**config.mk**
```make
export PLATFORM = sky130hd
export DESIGN_NAME = utf8_text_counter_core
export DESIGN_NICKNAME = d
export VERILOG_FILES = /design/src/sv/utf8tc_pkg.sv /design/src/sv/utf8tc_decoder.sv /design/src/sv/utf8tc_counters.sv /design/src/sv/utf8_text_counter_core.sv
export SDC_FILE = /design/constraint.sdc
export NUM_CORES = 1
export LEC_CHECK = 0
export BUFFER_PORTS_ARGS = -buffer_cell sky130_fd_sc_hd__buf_2
export CORE_UTILIZATION = 60
export DETAILED_ROUTE_END_ITERATION = 8
export PLACE_DENSITY = 0.79
export SLEW_MARGIN = 20
export SYNTH_ARGS = -nofsm -noshare
export SYNTH_HDL_FRONTEND = slang
export SYNTH_SLANG_ARGS = --single-unit
```
**constraint.sdc**
```tcl
create_clock -name clk_i -period 13.65 [get_ports clk_i]
set_input_delay 2.0475 -clock clk_i [delete_from_list [all_inputs] [get_ports clk_i]]
set_output_delay 2.0475 -clock clk_i [all_outputs]
set_load 0.01 [all_outputs]
```
**src/sv/utf8tc_pkg.sv**
```systemverilog
// ----------------------------------------------------------------------------
// utf8tc_pkg
// Shared types, constants and helper functions of the UTF-8 text counter.
// ----------------------------------------------------------------------------
package utf8tc_pkg;

  localparam int unsigned COUNT_BITS = 48;
  localparam int unsigned OUT_BITS   = 48;
  localparam int unsigned CODE_BITS  = 21;
  localparam int unsigned LEN_BITS   = 3;

  typedef logic [COUNT_BITS-1:0] count_t;
  typedef logic [OUT_BITS-1:0]   out_count_t;
  typedef logic [CODE_BITS-1:0]  code_t;
  typedef logic [LEN_BITS-1:0]   len_t;

  localparam count_t COUNT_MAX = '1;

  localparam len_t LEN_NONE = 3'd0;
  localparam len_t LEN_ONE  = 3'd1;
  localparam len_t LEN_TWO  = 3'd2;
  localparam len_t LEN_THREE = 3'd3;
  localparam len_t LEN_FOUR = 3'd4;

  localparam code_t CP_NEWLINE    = 21'h00000A;
  localparam code_t CP_MIN_TWO    = 21'h000080;
  localparam code_t CP_MIN_THREE  = 21'h000800;
  localparam code_t CP_MIN_FOUR   = 21'h010000;
  localparam code_t CP_MAX        = 21'h10FFFF;
  localparam code_t CP_SURR_LO    = 21'h00D800;
  localparam code_t CP_SURR_HI    = 21'h00DFFF;

  // one step of the decoder as seen by the counters
  typedef struct packed {
    logic  vld;
    code_t code;
  } char_t;

  // final counts of one text
  typedef struct packed {
    count_t lines;
    count_t words;
    count_t bytes;
    count_t chars;
  } counts_t;

  function automatic logic is_space(input code_t cp);
    logic sp;
    sp = (cp == 21'h20) || (cp >= 21'h09 && cp <= 21'h0D) ||
         (cp >= 21'h2000 && cp <= 21'h200A) ||
         (cp == 21'h85) || (cp == 21'hA0) || (cp == 21'h1680) ||
         (cp == 21'h2028) || (cp == 21'h2029) || (cp == 21'h202F) ||
         (cp == 21'h205F) || (cp == 21'h3000);
    return sp;
  endfunction

  function automatic count_t sat_inc(input count_t v);
    count_t r;
    r = (v == COUNT_MAX) ? v : v + count_t'(1);
    return r;
  endfunction

  function automatic out_count_t to_out(input count_t v);
    logic [63:0] wide;
    wide = 64'(v);
    return wide[OUT_BITS-1:0];
  endfunction

endpackage

```
**src/sv/utf8tc_decoder.sv**
```systemverilog
// ----------------------------------------------------------------------------
// utf8tc_decoder
// UTF-8 sequence assembler: holds the pending sequence and flags each whole,
// valid character with its code point.
// ----------------------------------------------------------------------------
module utf8tc_decoder (
  input  logic                 clk_i,
  input  logic                 rst_ni,
  input  logic                 step_i,
  input  logic                 clear_i,
  input  logic [7:0]           data_byte_i,
  output utf8tc_pkg::char_t    char_o
);
  import utf8tc_pkg::*;

  code_t partial_q, partial_d;
  len_t  held_q, held_d;
  len_t  wanted_q, wanted_d;

  logic  is_cont;
  code_t shifted;
  len_t  held_inc;

  function automatic logic code_ok(input code_t cp, input len_t len);
    logic ok;
    unique case (len)
      LEN_TWO:   ok = cp >= CP_MIN_TWO;
      LEN_THREE: ok = cp >= CP_MIN_THREE && !(cp >= CP_SURR_LO && cp <= CP_SURR_HI);
      LEN_FOUR:  ok = cp >= CP_MIN_FOUR && cp <= CP_MAX;
      default:   ok = 1'b0;
    endcase
    return ok;
  endfunction

  assign is_cont  = data_byte_i[7:6] == 2'b10;
  assign shifted  = {partial_q[CODE_BITS-7:0], data_byte_i[5:0]};
  assign held_inc = held_q + LEN_ONE;

  always_comb begin
    partial_d   = partial_q;
    held_d      = held_q;
    wanted_d    = wanted_q;
    char_o.vld  = 1'b0;
    char_o.code = shifted;
    if (step_i) begin
      if (held_q != LEN_NONE && is_cont) begin
        if (held_inc >= wanted_q) begin
          char_o.vld = code_ok(shifted, wanted_q);
          held_d     = LEN_NONE;
          partial_d  = '0;
        end else begin
          held_d    = held_inc;
          partial_d = shifted;
        end
      end else begin
        // fresh lead, also after a broken sequence
        held_d    = LEN_NONE;
        partial_d = '0;
        priority if (!data_byte_i[7]) begin
          char_o.vld  = 1'b1;
          char_o.code = code_t'(data_byte_i);
        end else if (data_byte_i[7:5] == 3'b110) begin
          partial_d = code_t'(data_byte_i[4:0]);
          wanted_d  = LEN_TWO;
          held_d    = LEN_ONE;
        end else if (data_byte_i[7:4] == 4'b1110) begin
          partial_d = code_t'(data_byte_i[3:0]);
          wanted_d  = LEN_THREE;
          held_d    = LEN_ONE;
        end else if (data_byte_i[7:3] == 5'b11110) begin
          partial_d = code_t'(data_byte_i[2:0]);
          wanted_d  = LEN_FOUR;
          held_d    = LEN_ONE;
        end else begin
          held_d = LEN_NONE;
        end
      end
      if (clear_i) begin
        partial_d = '0;
        held_d    = LEN_NONE;
        wanted_d  = LEN_NONE;
      end
    end
  end

  always_ff @(posedge clk_i or negedge rst_ni) begin
    if (!rst_ni) begin
      partial_q <= '0;
      held_q    <= LEN_NONE;
      wanted_q  <= LEN_NONE;
    end else begin
      partial_q <= partial_d;
      held_q    <= held_d;
      wanted_q  <= wanted_d;
    end
  end

  a_held_below_wanted: assert property (@(posedge clk_i) disable iff (!rst_ni)
    held_q != LEN_NONE |-> held_q < wanted_q)
    else $error("pending sequence already complete");

  a_wanted_range: assert property (@(posedge clk_i) disable iff (!rst_ni)
    held_q != LEN_NONE |-> (wanted_q == LEN_TWO || wanted_q == LEN_THREE ||
                            wanted_q == LEN_FOUR))
    else $error("bad sequence length");

endmodule

```
**src/sv/utf8tc_counters.sv**
```systemverilog
// ----------------------------------------------------------------------------
// utf8tc_counters
// Saturating byte, line, word and character counters with word tracking.
// ----------------------------------------------------------------------------
module utf8tc_counters (
  input  logic                 clk_i,
  input  logic                 rst_ni,
  input  logic                 step_i,
  input  logic                 clear_i,
  input  utf8tc_pkg::char_t    char_i,
  output utf8tc_pkg::counts_t  counts_o
);
  import utf8tc_pkg::*;

  counts_t cnt_q, cnt_d;
  logic    inside_q, inside_d;
  logic    space;

  assign space = is_space(char_i.code);

  always_comb begin
    cnt_d    = cnt_q;
    inside_d = inside_q;
    if (step_i) begin
      cnt_d.bytes = sat_inc(cnt_q.bytes);
      if (char_i.vld) begin
        cnt_d.chars = sat_inc(cnt_q.chars);
        if (char_i.code == CP_NEWLINE) begin
          cnt_d.lines = sat_inc(cnt_q.lines);
        end
        if (space) begin
          inside_d = 1'b0;
        end else if (!inside_q) begin
          inside_d    = 1'b1;
          cnt_d.words = sat_inc(cnt_q.words);
        end
      end
    end
  end

  // counts including the current byte
  assign counts_o = cnt_d;

  always_ff @(posedge clk_i or negedge rst_ni) begin
    if (!rst_ni) begin
      cnt_q    <= '0;
      inside_q <= 1'b0;
    end else if (step_i && clear_i) begin
      cnt_q    <= '0;
      inside_q <= 1'b0;
    end else begin
      cnt_q    <= cnt_d;
      inside_q <= inside_d;
    end
  end

endmodule

```
**src/sv/utf8_text_counter_core.sv**
```systemverilog
// ----------------------------------------------------------------------------
// utf8_text_counter_core
// Counts bytes, newlines, valid UTF-8 characters and words of a byte stream.
// ----------------------------------------------------------------------------
// One byte is taken per clock cycle while in_ready_o is high. A byte passes
// an input register, then the decoder and counter update, and the final
// byte of a text loads the result register, so the four counts appear once
// it has passed both registers. in_ready_o drops only while a final byte
// waits in the input register behind a result that has not been taken.
module utf8_text_counter_core (
  input  logic                          clk_i,
  input  logic                          rst_ni,
  input  logic                          in_valid_i,
  output logic                          in_ready_o,
  input  logic [7:0]                    data_byte_i,
  input  logic                          end_of_text_i,
  output logic                          out_valid_o,
  input  logic                          out_ready_i,
  output utf8tc_pkg::out_count_t        line_count_o,
  output utf8tc_pkg::out_count_t        word_count_o,
  output utf8tc_pkg::out_count_t        byte_count_o,
  output utf8tc_pkg::out_count_t        char_count_o
);
  import utf8tc_pkg::*;

  logic       in_vld_q;
  logic [7:0] in_byte_q;
  logic       in_eot_q;
  logic       out_vld_q;
  logic       step;
  logic       done;
  char_t      chr;
  counts_t    counts;
  out_count_t line_q, word_q, byte_q, char_q;

  assign step       = in_vld_q && (!in_eot_q || !out_vld_q || out_ready_i);
  assign done       = step && in_eot_q;
  assign in_ready_o = !in_vld_q || step;

  always_ff @(posedge clk_i or negedge rst_ni) begin
    if (!rst_ni) begin
      in_vld_q <= 1'b0;
    end else if (in_ready_o) begin
      in_vld_q <= in_valid_i;
    end
  end

  always_ff @(posedge clk_i) begin
    if (in_ready_o && in_valid_i) begin
      in_byte_q <= data_byte_i;
      in_eot_q  <= end_of_text_i;
    end
  end

  utf8tc_decoder u_decoder (
    .clk_i       (clk_i),
    .rst_ni      (rst_ni),
    .step_i      (step),
    .clear_i     (in_eot_q),
    .data_byte_i (in_byte_q),
    .char_o      (chr)
  );

  utf8tc_counters u_counters (
    .clk_i    (clk_i),
    .rst_ni   (rst_ni),
    .step_i   (step),
    .clear_i  (in_eot_q),
    .char_i   (chr),
    .counts_o (counts)
  );

  always_ff @(posedge clk_i or negedge rst_ni) begin
    if (!rst_ni) begin
      out_vld_q <= 1'b0;
    end else if (done) begin
      out_vld_q <= 1'b1;
    end else if (out_ready_i) begin
      out_vld_q <= 1'b0;
    end
  end

  always_ff @(posedge clk_i) begin
    if (done) begin
      line_q <= to_out(counts.lines);
      word_q <= to_out(counts.words);
      byte_q <= to_out(counts.bytes);
      char_q <= to_out(counts.chars);
    end
  end

  assign out_valid_o  = out_vld_q;
  assign line_count_o = line_q;
  assign word_count_o = word_q;
  assign byte_count_o = byte_q;
  assign char_count_o = char_q;

  a_done_gives_result: assert property (@(posedge clk_i) disable iff (!rst_ni)
    done |=> out_valid_o)
    else $error("final word did not produce a result");

  a_result_has_bytes: assert property (@(posedge clk_i) disable iff (!rst_ni)
    out_valid_o |-> byte_count_o != '0)
    else $error("result with zero byte count");

  a_stall_only_on_result: assert property (@(posedge clk_i) disable iff (!rst_ni)
    !in_ready_o |-> (in_eot_q && out_vld_q && !out_ready_i))
    else $error("input stalled without a pending result");

endmodule

```
* After elaboration in Yosys (flattened, before gate mapping)
Index checks and enable logic that the tools add are counted.
** Word-level totals
- Bits in registers :: 417
- Latch bits :: 0
- Memory bits (writable) :: 0
- Bits in read-only memories :: 0
- Output and inout bits :: 194
- Memories kept :: 0
** Operators by class
- Add/sub/neg operators :: 5
- Multipliers :: 0
- Div/mod/pow operators :: 0
- Magnitude comparators :: 11
- Equal/unequal tests :: 22
- Shift operators :: 0
- Multiplexer cells :: 43
- Bitwise operators :: 0
- Reductions and logical operators :: 34
** Operators by type and width (count)
- $mux 192 :: 2
- $mux 48 :: 8
- $add 48x1->48 const B :: 4
- $eq 48x48->1 const B :: 4
- $eq 21x14->1 const B :: 5
- $mux 96 :: 1
- $mux 15 :: 5
- $mux 22 :: 2
- $eq 21x8->1 const B :: 2
- $mux 3 :: 12
- $eq 21x13->1 const B :: 1
- $eq 21x4->1 const B :: 1
- $eq 21x6->1 const B :: 1
- $ge 21x12->1 const B :: 1
- $ge 21x14->1 const B :: 1
- $ge 21x16->1 const B :: 1
- $ge 21x17->1 const B :: 1
- $ge 21x4->1 const B :: 1
- $ge 21x8->1 const B :: 1
- $le 21x14->1 const B :: 1
- $le 21x16->1 const B :: 1
- $le 21x21->1 const B :: 1
- $le 21x4->1 const B :: 1
- $mux 21 :: 1
- other kinds (19) :: 56

* Depth between registers and ports, before layout
- Word-level depth :: 24
- Gate-level depth with buffers :: 12
- Depth with buffers taken out :: 10

* Cells and area by module
Synthesis repeated with hierarchy kept, for this count alone.
** Second synthesis, totals
- Cells, all modules :: 1532
- Area, all modules :: 18625.4 µm²
** By module, submodules not included
- utf8tc_counters :: times used 1, cells each 1202, area an instance 11233.3 µm², sequential area each 4829.6 µm²
- utf8_text_counter_core :: times used 1, cells each 211, area an instance 6142.1 µm², sequential area each 6085.8 µm²
- utf8tc_decoder :: times used 1, cells each 119, area an instance 1249.9 µm², sequential area each 525.5 µm²

* Least setup slack after synthesis
No wires, ideal clock.
- Path type :: input to register
- Start :: input out_ready_i
- End :: register byte_q[0], in the netlist byte_count_o[0], enable pin
- Library setup time :: 632 ps
- Data arrival time :: 8472 ps
- Data required time :: 13018 ps
- Setup slack :: 4546 ps
- Stages :: 7
- Path buffers :: 3
- Cell sequence :: nand3b_1 > and2_1 > clkbuf_1 > nand2_1 > clkbuf_1 > inv_1 > clkbuf_1
** Between the ends
- Cells in the longest elaborated chain, start to end :: 3
** Ends and longest elaborated chain
- start, declared :: RTL line utf8_text_counter_core.sv:18 : input logic out_ready_i,
- $logic_or 1x1->1 :: RTL line utf8_text_counter_core.sv:36 : assign step = in_vld_q && (!in_eot_q || !out_vld_q || out_ready_i);
- $logic_and 1x1->1 :: RTL line utf8_text_counter_core.sv:36
- $logic_and 1x1->1 :: RTL line utf8_text_counter_core.sv:37 : assign done = step && in_eot_q;
- via done :: RTL line utf8_text_counter_core.sv:31 : logic done;
- end signal, assigned :: RTL line utf8_text_counter_core.sv:87 : byte_q <= to_out(counts.bytes);
- end, declared :: RTL line utf8_text_counter_core.sv:34 : out_count_t line_q, word_q, byte_q, char_q;
The timed path passes the listed nets, and every way through them passes these cells.
A chain may end at the register's enable or synchronous reset.

* Worst setup path after layout
- Start :: input out_ready_i
- End :: register u_counters.cnt_q[176] in the netlist's numbering
** Between the ends
- Cells in the longest elaborated chain, start to end :: 8
- Elaborated cells between the ends (all ways) :: 9
- Those cells by class :: eq/ne (1); mux (5); reduce/logical (3)
** Ends and longest elaborated chain
- $logic_or 1x1->1 (*) :: RTL line utf8_text_counter_core.sv:36
- $logic_and 1x1->1 (*) :: RTL line utf8_text_counter_core.sv:36
- $mux 22 :: RTL line utf8tc_decoder.sv:45 : if (step_i) begin
- $eq 21x4->1 :: RTL line utf8tc_counters.sv:28 : if (char_i.code == CP_NEWLINE) begin
- $mux 48 :: RTL line utf8tc_counters.sv:28
- $mux 96 :: RTL line utf8tc_counters.sv:26 : if (char_i.vld) begin
- $mux 192 :: RTL line utf8tc_counters.sv:24 : if (step_i) begin
- $mux 192 (*) :: RTL line utf8tc_counters.sv:48 : end else if (step_i && clear_i) begin
- end signal, assigned :: RTL line utf8tc_counters.sv:52 : cnt_q <= cnt_d;
- end, declared :: RTL line utf8tc_counters.sv:15 : counts_t cnt_q, cnt_d;
Mark *: on every way between the ends. The rest lies on a longest branch, timed or not.

==> results summary <==
In this run, post-CTS hold repair placed 0 buffers. Yosys instantiated no cell more often than sky130_fd_sc_hd__dfrtp_1. The die outline height came out at 179 um. The die area is 32000 um^2.

The buffers inserted during post-CTS setup optimization is 0. The CTS buffer count came out at 42. The remaining design rule violation count is 0. The overall via count from detail_route came out at 12691. The share of the core filled with cells in the final layout came out at 70.2%.

The count of buffers added on input and output ports is 206. The number of placed instances, taps included, is 2112. The number of clock sinks came out at 417. Derived from the worst setup path, the maximum achievable clock frequency is 192 MHz.

The worst slew margin relative to its limit is 33.9%. Of all cell types, the one taking the most synthesized area is sky130_fd_sc_hd__edfxtp_1. The worst path required time came out at 14.06 ns. The max-slew violation count came out at 0. The post-route worst setup slack is 8.45 ns. The total area inside the core boundary comes to 30700 um^2. The number of cells traversed by the worst hold path is 1. The tree is rooted in a sky130_fd_sc_hd__clkbuf_16. The share of async-settable or async-resettable flops after synthesis came out at 51.8%. TritonCTS built the clock tree. The detailed-route wire length per cell is 18.1 um. The number of DRC markers in iteration 0 is 870.

The via count of the first global-routing pass is 12242. Subtracting the final worst setup slack from the clock period gives 5.20 ns. The later-pin clock latency in the skew report came out at 0.53 ns. The most used flip-flop cell after synthesis is sky130_fd_sc_hd__dfrtp_1. The post-cts repair resize count is 0.

The number of warnings issued by yosys is 0. The tightest min-delay check is of the flip-flop to flip-flop type. In this run the mean area of a mapped cell was 12.1 um^2. By area the synthesized netlist is led by sky130_fd_sc_hd__edfxtp_1 32%, sky130_fd_sc_hd__dfrtp_1 29%, sky130_fd_sc_hd__and2_1 5.3%. The pin count of the biggest net entering global routing is 133. The number of instances in the synthesized netlist is 1559. The buffer depth of the longest clock path came out at 3. The number of max-cap violations is 0. In this run the static leakage power is 0.00962 uW.

The count of endpoints failing hold in the final timing report came out at 0. At the pin with the least slew margin, the transition time is 0.991 ns. The setup slack at placement came out at 7.86 ns. The net count of the mapped netlist is 1581.

After clock tree synthesis, the clock-pin slew on the worst setup and hold paths is 0.06 ns. The worst-case clock skew came out at 0.0126 ns. The share of the synthesized area in the top cell type came out at 32.1%. After legalization and detailed placement, the total HPWL measured 25900 um.

The worst setup path is captured at a flip-flop. The number of optimization iterations in the first detailed-route pass came out at 5. The mapped cell area came out at 18800 um^2. The number of top-level design ports is 207. The average vias per placed instance came out at 5.79. The number of enable-type register cells in the synthesized netlist is 201. The signal arrival time at the worst endpoint came out at 5.62 ns.

The wire length reported by the detailed router came out at 39600 um. The global router's overall resource usage is 25.0%. Setup repair after global routing left no endpoint under its margin.

The critical path is of the primary input to flip-flop type. The final critical-path share of the clock period came out at 38.1%. The number of antenna violations at the first check in global routing came to 4. The maximum resistive drop on vdd is 0.0903 mV. The category of the worst setup path launch point is a primary input. The final number of setup-violating endpoints came out at 0.

For this run, the register share of the synthesized area comes to 60.9%. The summed negative setup slack over all endpoints is 0 ns. In the synthesized netlist, the cells that appear most often are 216 x sky130_fd_sc_hd__dfrtp_1, 201 x sky130_fd_sc_hd__edfxtp_1, 159 x sky130_fd_sc_hd__and2_1, 142 x sky130_fd_sc_hd__nand2_1, 94 x sky130_fd_sc_hd__xnor2_1. Relative to the synthesized area, the layout overhead comes to 14.7%.

The number of standard-cell rows in the floorplan is 64. The synthesized design contains 417 register bits. Of all nets on the critical path, the largest fanout is 132.

For this run, the post-layout net count is 1782. Synthesis instantiated 58 different standard cells from the library. The starting density of the core came out at 61.3%. The post-route non-filler standard cell count came out at 2191. From left edge to right edge, the die measures 179 um. The length in cells of the worst reg-to-reg path is 7. The post-route netlist has 18.0% of its cells at a drive strength greater than 1. The layout has 2162 filler cells. CTS built an H-tree with a depth of 2. The remaining antenna violation count came out at 0. Summed over all layers, the global routing overflow is 0. Dividing total power by cell area gives a power density of 123 nW/um^2. The run finished with clean final reports.

The placer congestion estimate came out at 0.871. The first global-routing pass estimated 62700 um of wire.
path summary, 6_finish.rpt:
kind,slack [ns],from,end
min in group asynchronous,1.54,rst_ni,u_counters.cnt_q[163]$_DFF_PN0_
max in group asynchronous,10.63,rst_ni,u_counters.cnt_q[25]$_DFF_PN0_
max reg2reg,9.49,in_eot_q$_DFFE_PP_,u_counters.cnt_q[176]$_DFF_PN0_
min,0.52,u_decoder.partial_q[12]$_DFFE_PN0N_,u_decoder.partial_q[12]$_DFFE_PN0N_
max,8.45,out_ready_i,u_counters.cnt_q[176]$_DFF_PN0_
min reg2reg,0.52,u_decoder.partial_q[12]$_DFFE_PN0N_,u_decoder.partial_q[12]$_DFFE_PN0N_
cells by family (layout without fill, tap and decap cells):
| kind of cell | Yosys count | after routing | share of synthesized area, % |
|---|---|---|---|
| and+or+nand+nor | 746 | 746 | 22.9 |
| DFF | 417 | 417 | 60.9 |
| xor gates and xnor gates | 178 | 178 | 8.30 |
| AOI/OAI and AO/OA | 87 | 87 | 3.28 |
| buffers and inverters | 81 | 315 | 1.78 |
| muxes | 41 | 41 | 2.21 |
| adders and majority gates | 9 | 9 | 0.599 |
| other | 0 | 2 | 0 |
stage by stage:
| step | total power, uW | instance area, um^2 | hold WS (ns) |
|---|---|---|---|
| floorplan | 1480 | 18800 | 0.464 |
| finish | 2650 | 21500 | 0.517 |
| detailed placement | 1530 | 20200 | 0.488 |
| global route | 2730 | 21500 | 0.525 |
| CTS | 2670 | 21500 | 0.511 |
| global placement | 1530 | 20200 | 0.480 |
layout make-up:
cell class | instances | area [um^2] | share of cell area, %
well taps | 396 | 495 | 2.30
multi-input cells | 1061 | 7020 | 32.6
flip-flops and latches | 417 | 11400 | 53.1
diodes | 2 | 5.00 | 0.0232
clock inverters | 24 | 203 | 0.941
repair buffers | 214 | 1100 | 5.13
inverters | 24 | 97.6 | 0.453
clock buffers | 53 | 1170 | 5.45
critical path, stage by stage:
cell	delay, ns
sky130_fd_sc_hd__buf_2	0.09
sky130_fd_sc_hd__nand3b_1	0.17
sky130_fd_sc_hd__and2_1	0.48
sky130_fd_sc_hd__nand2_4	0.61
sky130_fd_sc_hd__inv_8	0.91
sky130_fd_sc_hd__buf_4	0.87
sky130_fd_sc_hd__nor4_1	0.09
sky130_fd_sc_hd__a31o_2	0.25
placed cells by master, fill, tap and decap left out, types with 4 or more instances in the layout:
master,instances
sky130_fd_sc_hd__dfrtp_1,216
sky130_fd_sc_hd__buf_2,205
sky130_fd_sc_hd__edfxtp_1,201
sky130_fd_sc_hd__and2_1,159
sky130_fd_sc_hd__nand2_1,140
sky130_fd_sc_hd__xnor2_1,94
sky130_fd_sc_hd__nand3_1,93
sky130_fd_sc_hd__xor2_1,84
sky130_fd_sc_hd__nor2_1,74
sky130_fd_sc_hd__nand4_1,53
sky130_fd_sc_hd__clkbuf_16,43
sky130_fd_sc_hd__nand2b_1,41
sky130_fd_sc_hd__mux2i_1,37
sky130_fd_sc_hd__nor3_1,36
sky130_fd_sc_hd__and3_1,35
sky130_fd_sc_hd__and4_1,26
sky130_fd_sc_hd__inv_1,23
sky130_fd_sc_hd__a21oi_1,20
sky130_fd_sc_hd__o21ai_0,20
sky130_fd_sc_hd__a22o_1,15
sky130_fd_sc_hd__or3_1,14
sky130_fd_sc_hd__nor4_1,11
sky130_fd_sc_hd__clkinv_2,11
sky130_fd_sc_hd__nor4_4,10
sky130_fd_sc_hd__ha_1,9
sky130_fd_sc_hd__nor4_2,8
sky130_fd_sc_hd__or4_1,7
sky130_fd_sc_hd__buf_4,7
sky130_fd_sc_hd__nor2b_1,6
sky130_fd_sc_hd__clkbuf_8,6
sky130_fd_sc_hd__clkinv_1,6
sky130_fd_sc_hd__or2_2,5
sky130_fd_sc_hd__o41ai_1,5
sky130_fd_sc_hd__nor3b_1,5
sky130_fd_sc_hd__o31ai_1,4
sky130_fd_sc_hd__nand3b_1,4
sky130_fd_sc_hd__nor3_2,4
sky130_fd_sc_hd__mux2_2,4
sky130_fd_sc_hd__clkbuf_1,4
per-layer routing:
metal / up-vias / GRT usage (%) / wire (um)
met5: - / 0 / 23
met2: 375 / 40.5 / 19100
met4: 4 / 7.45 / 903
met3: 73 / 4.01 / 2340
li1: 5939 / - / -
met1: 6300 / 34.8 / 17200
registers in the layout, summed over array words and instances, names as in the netlist, 3 cells and up:
name,flops
word_count_o,48
u_decoder.partial_q,15
line_count_o,48
u_decoder.wanted_q,3
byte_count_o,48
u_decoder.held_q,3
u_counters.cnt_q,192
char_count_o,48
in_byte_q,8
power by group:
part           switching (uW)  total (uW)  internal (uW)
combinational             101         139           38.6
sequential               20.2        1370           1350
clock                     472        1140            667
Power figures use the tool's default switching activity.
